$ cat config.mk
export PLATFORM = sky130hd
export DESIGN_NAME = stable_priority_queue
export DESIGN_NICKNAME = d
export VERILOG_FILES = /design/src/hw/rtl/spq_pkg.sv /design/src/hw/rtl/stable_priority_queue.sv /design/src/hw/rtl/spq_ctrl.sv /design/src/hw/rtl/spq_dpath.sv
export VERILOG_INCLUDE_DIRS = /design/src /design/src/hw/rtl
export SDC_FILE = /design/constraint.sdc
export NUM_CORES = 1
export LEC_CHECK = 0
export ABC_CLOCK_PERIOD_IN_PS = 7400
export BUFFER_PORTS_ARGS = -buffer_cell sky130_fd_sc_hd__buf_2
export CAP_MARGIN = 10
export CORE_AREA = 2 2 229 231
export CTS_BUF_LIST = sky130_fd_sc_hd__clkbuf_2
export DETAILED_ROUTE_END_ITERATION = 7
export DIE_AREA = 0 0 231 233
export PLACE_DENSITY = 0.72
export SYNTH_ARGS = -nofsm -noshare
export SYNTH_HDL_FRONTEND = slang
export SYNTH_SLANG_ARGS = --single-unit
$ cat constraint.sdc
create_clock -name clk -period 7.4 [get_ports clk]
set_clock_uncertainty 0.2 [all_clocks]
set_input_delay 0.74 -clock clk [delete_from_list [all_inputs] [get_ports clk]]
set_output_delay 0.74 -clock clk [all_outputs]
set_load 0.02 [all_outputs]
$ cat src/hw/rtl/stable_priority_queue_defines.svh
// ----------------------------------------------------------------------------
// stable_priority_queue_defines
// assertion macros shared by the priority queue modules
// ----------------------------------------------------------------------------
`ifndef STABLE_PRIORITY_QUEUE_DEFINES_SVH
`define STABLE_PRIORITY_QUEUE_DEFINES_SVH

// same-cycle implication, checked out of reset
`define SPQ_ASSERT_SAME(lbl, ante, cons, msg) \
	lbl: assert property (@(posedge clk) disable iff (!arst_n) (ante) |-> (cons)) \
		else $error(msg);

// next-cycle implication, checked out of reset
`define SPQ_ASSERT_NEXT(lbl, ante, cons, msg) \
	lbl: assert property (@(posedge clk) disable iff (!arst_n) (ante) |=> (cons)) \
		else $error(msg);

`endif

$ cat src/hw/rtl/spq_pkg.sv
// ----------------------------------------------------------------------------
// spq_pkg
// command and status types shared by the queue controller and datapath
// ----------------------------------------------------------------------------
package spq_pkg;

	localparam logic FUNC_INSERT = 1'b0;
	localparam logic FUNC_REMOVE = 1'b1;

	typedef struct packed {
		logic step;          // a request is taken this cycle
		logic do_insert;     // insert into a queue with room
		logic do_remove;     // pop from a non-empty queue
		logic drop_insert;   // insert into a full queue
		logic empty_remove;  // pop from an empty queue
	} spq_cmd_t;

	typedef struct packed {
		logic full;
		logic empty;
	} spq_status_t;

endpackage

$ cat src/hw/rtl/stable_priority_queue.sv
// latency: a result is ready the cycle after its request is taken
// throughput: one request per cycle unless out_ready stalls a held result;
// cells compare, shift in one step; a request goes in as the held result goes out
// reset: async active low, clears cell valid bits, the count and the handshake
// state; cell contents are not cleared and need no clearing pass
// ----------------------------------------------------------------------------
// stable_priority_queue
// bounded priority queue, higher priority first, equal priorities in arrival order
// ----------------------------------------------------------------------------
module stable_priority_queue #(
	parameter int CAPACITY = 16,
	parameter int TAG_BITS = 16
) (
	input  logic                          clk,
	input  logic                          arst_n,
	input  logic                          in_valid,
	output logic                          in_ready,
	input  logic                          func,
	input  logic [7:0]                    prio_in,
	input  logic [15:0]                   tag_in,
	output logic                          out_valid,
	input  logic                          out_ready,
	output logic                          removed_valid,
	output logic [7:0]                    removed_prio,
	output logic [15:0]                   removed_tag,
	output logic                          head_valid,
	output logic [7:0]                    head_prio,
	output logic [15:0]                   head_tag,
	output logic [$clog2(CAPACITY+1)-1:0] entry_count,
	output logic                          overflow,
	output logic                          underflow
);

	spq_pkg::spq_cmd_t    cmd;
	spq_pkg::spq_status_t status;

	spq_ctrl u_ctrl (
		.clk       (clk),
		.arst_n    (arst_n),
		.in_valid  (in_valid),
		.in_ready  (in_ready),
		.func      (func),
		.out_valid (out_valid),
		.out_ready (out_ready),
		.status    (status),
		.cmd       (cmd)
	);

	spq_dpath #(
		.CAPACITY (CAPACITY),
		.TAG_BITS (TAG_BITS)
	) u_dpath (
		.clk           (clk),
		.arst_n        (arst_n),
		.cmd           (cmd),
		.prio_in       (prio_in),
		.tag_in        (tag_in),
		.status        (status),
		.removed_valid (removed_valid),
		.removed_prio  (removed_prio),
		.removed_tag   (removed_tag),
		.head_valid    (head_valid),
		.head_prio     (head_prio),
		.head_tag      (head_tag),
		.entry_count   (entry_count),
		.overflow      (overflow),
		.underflow     (underflow)
	);

endmodule

$ cat src/hw/rtl/spq_ctrl.sv
// ----------------------------------------------------------------------------
// spq_ctrl
// handshake controller: takes requests, decodes them against queue status
// ----------------------------------------------------------------------------
`include "stable_priority_queue_defines.svh"

module spq_ctrl (
	input  logic                 clk,
	input  logic                 arst_n,
	input  logic                 in_valid,
	output logic                 in_ready,
	input  logic                 func,
	output logic                 out_valid,
	input  logic                 out_ready,
	input  spq_pkg::spq_status_t status,
	output spq_pkg::spq_cmd_t    cmd
);

	typedef enum logic {
		ST_IDLE,
		ST_HOLD
	} state_t;

	state_t state_q;
	logic   accept;

	// a pending result that is taken this cycle frees the output register
	assign in_ready  = (state_q == ST_IDLE) || out_ready;
	assign accept    = in_valid && in_ready;
	assign out_valid = (state_q == ST_HOLD);

	always_comb begin
		cmd              = '0;
		cmd.step         = accept;
		cmd.do_insert    = accept && (func == spq_pkg::FUNC_INSERT) && !status.full;
		cmd.drop_insert  = accept && (func == spq_pkg::FUNC_INSERT) && status.full;
		cmd.do_remove    = accept && (func == spq_pkg::FUNC_REMOVE) && !status.empty;
		cmd.empty_remove = accept && (func == spq_pkg::FUNC_REMOVE) && status.empty;
	end

	always_ff @(posedge clk or negedge arst_n) begin
		if (!arst_n) begin
			state_q <= ST_IDLE;
		end else begin
			unique case (state_q)
				ST_IDLE: begin
					if (accept) state_q <= ST_HOLD;
				end
				ST_HOLD: begin
					if (!accept && out_ready) state_q <= ST_IDLE;
				end
				default: state_q <= ST_IDLE;
			endcase
		end
	end

	`SPQ_ASSERT_SAME(a_stall_blocks, out_valid && !out_ready, !in_ready, "request taken over stalled result")
	`SPQ_ASSERT_NEXT(a_accept_shows, accept, out_valid, "accepted request gave no result")
	`SPQ_ASSERT_SAME(a_drop_full, cmd.drop_insert || cmd.do_insert, status.full == cmd.drop_insert, "insert decode disagrees with full")

endmodule

$ cat src/hw/rtl/spq_dpath.sv
// ----------------------------------------------------------------------------
// spq_dpath
// sorted cell chain: every cell compares the new entry and shifts in parallel
// ----------------------------------------------------------------------------
`include "stable_priority_queue_defines.svh"

module spq_dpath #(
	parameter int CAPACITY = 16,
	parameter int TAG_BITS = 16
) (
	input  logic                               clk,
	input  logic                               arst_n,
	input  spq_pkg::spq_cmd_t                  cmd,
	input  logic [7:0]                         prio_in,
	input  logic [15:0]                        tag_in,
	output spq_pkg::spq_status_t               status,
	output logic                               removed_valid,
	output logic [7:0]                         removed_prio,
	output logic [15:0]                        removed_tag,
	output logic                               head_valid,
	output logic [7:0]                         head_prio,
	output logic [15:0]                        head_tag,
	output logic [$clog2(CAPACITY+1)-1:0]      entry_count,
	output logic                               overflow,
	output logic                               underflow
);

	localparam int CW = $clog2(CAPACITY + 1);

	logic [7:0]          prio_q [CAPACITY];
	logic [TAG_BITS-1:0] tag_q  [CAPACITY];
	logic [CAPACITY-1:0] valid_q;
	logic [CW-1:0]       count_q;

	logic [7:0]          prio_d [CAPACITY];
	logic [TAG_BITS-1:0] tag_d  [CAPACITY];
	logic [CAPACITY-1:0] valid_d;
	logic [CW-1:0]       count_d;

	logic [CAPACITY-1:0] stay;
	logic [TAG_BITS+15:0] new_tag_ext;
	logic [TAG_BITS-1:0]  new_tag;
	logic [TAG_BITS+15:0] rem_tag_ext;
	logic [TAG_BITS+15:0] head_tag_ext;

	assign new_tag_ext  = {{TAG_BITS{1'b0}}, tag_in};
	assign new_tag      = new_tag_ext[TAG_BITS-1:0];
	assign rem_tag_ext  = {16'd0, tag_q[0]};
	assign head_tag_ext = {16'd0, tag_d[0]};

	assign status.full  = (count_q == CW'(CAPACITY));
	assign status.empty = (count_q == '0);

	for (genvar g = 0; g < CAPACITY; g++) begin : g_cell
		logic [7:0]          up_prio;
		logic [TAG_BITS-1:0] up_tag;
		logic                up_valid;
		logic                up_stay;
		logic [7:0]          dn_prio;
		logic [TAG_BITS-1:0] dn_tag;
		logic                dn_valid;
		logic [7:0]          nxt_prio;
		logic [TAG_BITS-1:0] nxt_tag;
		logic                nxt_valid;

		// held entries of equal or higher priority stay ahead of the new one
		assign stay[g] = valid_q[g] && (prio_q[g] >= prio_in);

		if (g == 0) begin : g_first
			assign up_prio  = prio_q[g];
			assign up_tag   = tag_q[g];
			assign up_valid = valid_q[g];
			assign up_stay  = 1'b1;
		end else begin : g_rest
			assign up_prio  = prio_q[g-1];
			assign up_tag   = tag_q[g-1];
			assign up_valid = valid_q[g-1];
			assign up_stay  = stay[g-1];
		end

		if (g == CAPACITY - 1) begin : g_last
			assign dn_prio  = prio_q[g];
			assign dn_tag   = tag_q[g];
			assign dn_valid = 1'b0;
		end else begin : g_mid
			assign dn_prio  = prio_q[g+1];
			assign dn_tag   = tag_q[g+1];
			assign dn_valid = valid_q[g+1];
		end

		always_comb begin
			nxt_prio  = prio_q[g];
			nxt_tag   = tag_q[g];
			nxt_valid = valid_q[g];
			if (cmd.do_insert && !stay[g]) begin
				if (up_stay) begin
					nxt_prio  = prio_in;
					nxt_tag   = new_tag;
					nxt_valid = 1'b1;
				end else begin
					nxt_prio  = up_prio;
					nxt_tag   = up_tag;
					nxt_valid = up_valid;
				end
			end else if (cmd.do_remove) begin
				nxt_prio  = dn_prio;
				nxt_tag   = dn_tag;
				nxt_valid = dn_valid;
			end
		end

		assign prio_d[g]  = nxt_prio;
		assign tag_d[g]   = nxt_tag;
		assign valid_d[g] = nxt_valid;
	end

	always_comb begin
		count_d = count_q;
		if (cmd.do_insert) begin
			count_d = count_q + 1'b1;
		end else if (cmd.do_remove) begin
			count_d = count_q - 1'b1;
		end
	end

	always_ff @(posedge clk or negedge arst_n) begin
		if (!arst_n) begin
			valid_q <= '0;
			count_q <= '0;
		end else if (cmd.step) begin
			valid_q <= valid_d;
			count_q <= count_d;
		end
	end

	always_ff @(posedge clk) begin
		if (cmd.do_insert || cmd.do_remove) begin
			prio_q <= prio_d;
			tag_q  <= tag_d;
		end
	end

	// result register, loaded with every request
	always_ff @(posedge clk) begin
		if (cmd.step) begin
			removed_valid <= cmd.do_remove;
			removed_prio  <= cmd.do_remove ? prio_q[0] : 8'd0;
			removed_tag   <= cmd.do_remove ? rem_tag_ext[15:0] : 16'd0;
			head_valid    <= valid_d[0];
			head_prio     <= valid_d[0] ? prio_d[0] : 8'd0;
			head_tag      <= valid_d[0] ? head_tag_ext[15:0] : 16'd0;
			entry_count   <= count_d;
			overflow      <= cmd.drop_insert;
			underflow     <= cmd.empty_remove;
		end
	end

	`SPQ_ASSERT_SAME(a_count_match, 1'b1, $countones(valid_q) == int'(count_q), "count differs from valid cells")
	`SPQ_ASSERT_SAME(a_valid_prefix, 1'b1, (valid_q & (valid_q + 1'b1)) == '0, "valid cells not packed at head")
	`SPQ_ASSERT_NEXT(a_insert_grows, cmd.do_insert, count_q == $past(count_q) + 1'b1, "insert did not grow count")

endmodule
==> key figures <==
Route
  • Antenna-violating nets left: 0
  • Vias: 19300
  • Routed len/inst: 22.5 microns
  • Post-DR vias/cell: 5.94
  • Iteration-0 DRC count of the detailed router: 1806
  • Routed WL: 73100 microns
  • Drt first pass iters: 5
  • Residual DRC: 0

Clock tree
  • H-tree lvl count: 3
  • Clock net sink count: 463
  • Clock Path Buffers: 3
  • Worst-skew pair later-pin latency: 1.24 ns
  • CTS tree: built
  • Post_cts resized: 0
  • Clock transition at the registers of the reported paths: 0.09 ns
  • Root Buffer Master: clkbuf_2
  • TritonCTS buffer count: 115

Final layout
  • Fillers: 4485
  • Final nets: 2638
  • Post-route cell area: 27800 sq um
  • Area delta synth->final: 9.20%
  • Share of cells above drive strength 1: 15.4%

STA
  • Slew headroom: 22.8%
  • RSZ-0062 raised after global routing: no
  • Final hold vios: 0
  • Final Max Tran Viols: 0
  • Hold WS: 0.0961 ns
  • Worst Slack Setup Final: 3.22 ns
  • Final min period: 4.18 ns
  • Final setup fails: 0
  • Setup TNS: 0 ns
  • Max Freq: 239 MHz
  • Worst slew pin tran: 1.15 ns
  • Period utilization: 56.5%

Setup path
  • Worst path bufs/invs: 6
  • Worst setup SP type: input port
  • CP Max Fanout: 51
  • CP max stage delay: 0.86 ns
  • Crit Path Category: input port to flop
  • Top delay family on crit path: buffers and inverters
  • Highest-delay cell along the critical path: nand2_1
  • Kind of end point of the critical path: flop
  • Crit path top cell by count: buf_4
  • Req. time, crit path: 7.98 ns
  • Crit path cell chain: dlygate4sd3_1, buf_2, inv_1, buf_4, ha_1, a41oi_1, o21ai_0, a22oi_2, buf_4, nand2_1, buf_4, nand2_1
  • Arrival @ worst endpoint: 4.76 ns

Power
  • Power per cell area: 289 nW/um^2
  • Design Power: 8.04 mW
  • VDD IR max: 0.178 mV
  • Leakage: 12.3 nW

Floorplan
  • Core box area: 51100 sq um
  • Die height: 233 microns
  • Count of boundary I/O pins: 88
  • Horiz. Die Dim: 231 microns
  • Row cnt: 83
  • DIE AREA: 53800 sq um
  • Initial core utilization: 49.8%

Flow run
  • Maxcap violations: 0

Logic synthesis
  • Avg Cell Area, Syn: 10.8 sq um
  • Syn Inst Count: 2361
  • Yosys warns: 0
  • Net count after synthesis: 2520
  • Cell Area, Synth: 25400 sq um
  • EDFF count, synth: 441
  • Synth Flop Type: edfxtp_1
  • Library cells used by synthesis: 48
  • Post-synth ARST share: 4.75%
  • Seq/Total Area, Yosys: 54.2%
  • Post-synthesis sequential element count: 463

GRT
  • Global Route Usage Sum: 27.0%
  • Largest net degree at the start of global routing: 75
  • First-pass GRT wire length: 111000 microns
  • Initial antenna violation count: 4
  • Congestion Overflow GR: 0
  • Vias in the first global route: 19400

Place
  • Hpwl dp: 49900 microns
  • Post-DP Area: 26400 sq um
  • Placer congestion estimate: 0.914
  • Worst slack at placement: 2.65 ns
  • Port-buffer cells: 87

Run status
  • Outcome: finished, final reports clean

Min path
  • Hold Crit Class: input port to flop
cell type report:
class                           instances  area, sq um  area share, %
Clock buffer                          177          886           3.19
Clock inverter                         30          188          0.676
Timing Repair Buffer                  161         1090           3.92
Antenna cell                            3         7.51         0.0270
Sequential cell                       463        13800           49.7
Multi-Input combinational cell       1696        10800           38.9
Tap cell                              680          851           3.06
Inverter                               42          158          0.568
cells in the mapped netlist (12+ instances only):
cell | n | share of area (%)
a41oi_1 | 14 | 0.48
edfxtp_1 | 441 | 52
dfrtp_1 | 22 | 2.2
a21oi_2 | 24 | 0.83
a22oi_1 | 13 | 0.38
a31oi_1 | 12 | 0.30
mux2_2 | 23 | 1.0
o211ai_1 | 13 | 0.38
ha_1 | 130 | 6.4
o21a_1 | 24 | 0.71
a21oi_1 | 166 | 3.3
nand2_1 | 350 | 5.2
o21ai_0 | 335 | 6.6
nand3_1 | 15 | 0.30
inv_1 | 41 | 0.61
clkbuf_1 | 89 | 1.3
nor3b_1 | 13 | 0.38
and2_1 | 23 | 0.57
mux2i_1 | 270 | 11
nor2_1 | 228 | 3.4
buf_2 | 54 | 1.1
logic make-up (layout without fill, tap and decap cells):
logic type,after synthesis,count (layout),synth area share [%]
other cells,0,3,0
buf+inv,202,410,3.63
simple gates,654,654,10.5
mux,294,294,11.7
fa+ha+maj,130,130,6.40
flops,463,463,54.2
xor+xnor,6,6,0.207
compound gates,612,612,13.3
registers in the layout, summed over array words and instances (netlist names), 5 cells and up:
register	cells
u_dpath.removed_tag	16
u_dpath.removed_prio	8
u_dpath.head_prio	8
u_dpath.g_cell.up_prio	24
u_dpath.g_cell.dn_tag	208
u_dpath.valid_q	16
u_dpath.entry_count	5
u_dpath.g_cell.up_tag	48
u_dpath.g_cell.dn_prio	104
u_dpath.head_tag	16
u_dpath.count_q	5
layer usage:
layer / vias up / wire, microns / track usage [%]
li1: 8905 / - / -
met1: 9353 / 29400 / 33.6
met2: 871 / 35400 / 45.1
met3: 178 / 5710 / 6.13
met4: 0 / 2600 / 11.9
met5: - / 0 / 0
path summary, 6_finish.rpt:
kind | start | end | slack, ns | depth (start not counted)
max | prio_in[6] | u_dpath.g_cell[0].dn_prio[5]$_DFFE_PP_ | 3.22 | 12
min | prio_in[0] | u_dpath.g_cell[6].dn_prio[0]$_DFFE_PP_ | 0.1 | 3
max reg2reg | u_ctrl.out_valid$_DFF_PN0_ | u_dpath.g_cell[12].dn_tag[9]$_DFFE_PP_ | 3.39 | 8
min reg2reg | u_dpath.g_cell[10].up_tag[7]$_DFFE_PP_ | u_dpath.g_cell[7].dn_tag[7]$_DFFE_PP_ | 0.29 | 2
max in group asynchronous | arst_n | u_dpath.valid_q[15]$_DFFE_PN0P_ | 6.33 | 4
min in group asynchronous | arst_n | u_dpath.valid_q[10]$_DFFE_PN0P_ | 0.36 | 4
worst register-to-register path, cell delays in order, from the launching register on:
cell      delay (ns)
dfrtp_1         0.40
nand2b_1        0.13
nand2_1         0.15
inv_2           0.11
buf_4           0.60
nand3b_1        0.59
a211oi_4        0.32
buf_4           0.49
or2_2           0.60
cell usage in the layout (no fill, tap or decap), types with 24 or more instances in the layout:
cell type and count:
inv_1 40, nor2_1 228, clkbuf_2 177, a21oi_1 165, o21a_1 24, buf_2 87
dlygate4sd3_1 26, buf_4 46, nand2_1 350, edfxtp_1 441, mux2i_1 270, ha_1 130
a21oi_2 25, o21ai_0 334
where the power goes:
part	leakage [nW]	switching [mW]	internal (mW)
clock	0.811	1.11	0.707
sequential	4.44	0.409	3.49
combinational	7.01	1.44	0.880
repair_timing:
action,4_1_cts,5_1_grt
setup buffers,0,0
hold buffers,27,0
endpoints found under the hold margin,115,0
metrics by stage:
stage / utilization (%) / cells
6_report: 54.3 / 3252
5_1_grt: 54.3 / 3252
4_1_cts: 54.3 / 3248
3_5_place_dp: 51.6 / 3014
3_3_place_gp: 51.6 / 3014
2_1_floorplan: - / 2361
No activity file was read; power rests on OpenSTA's default activity.
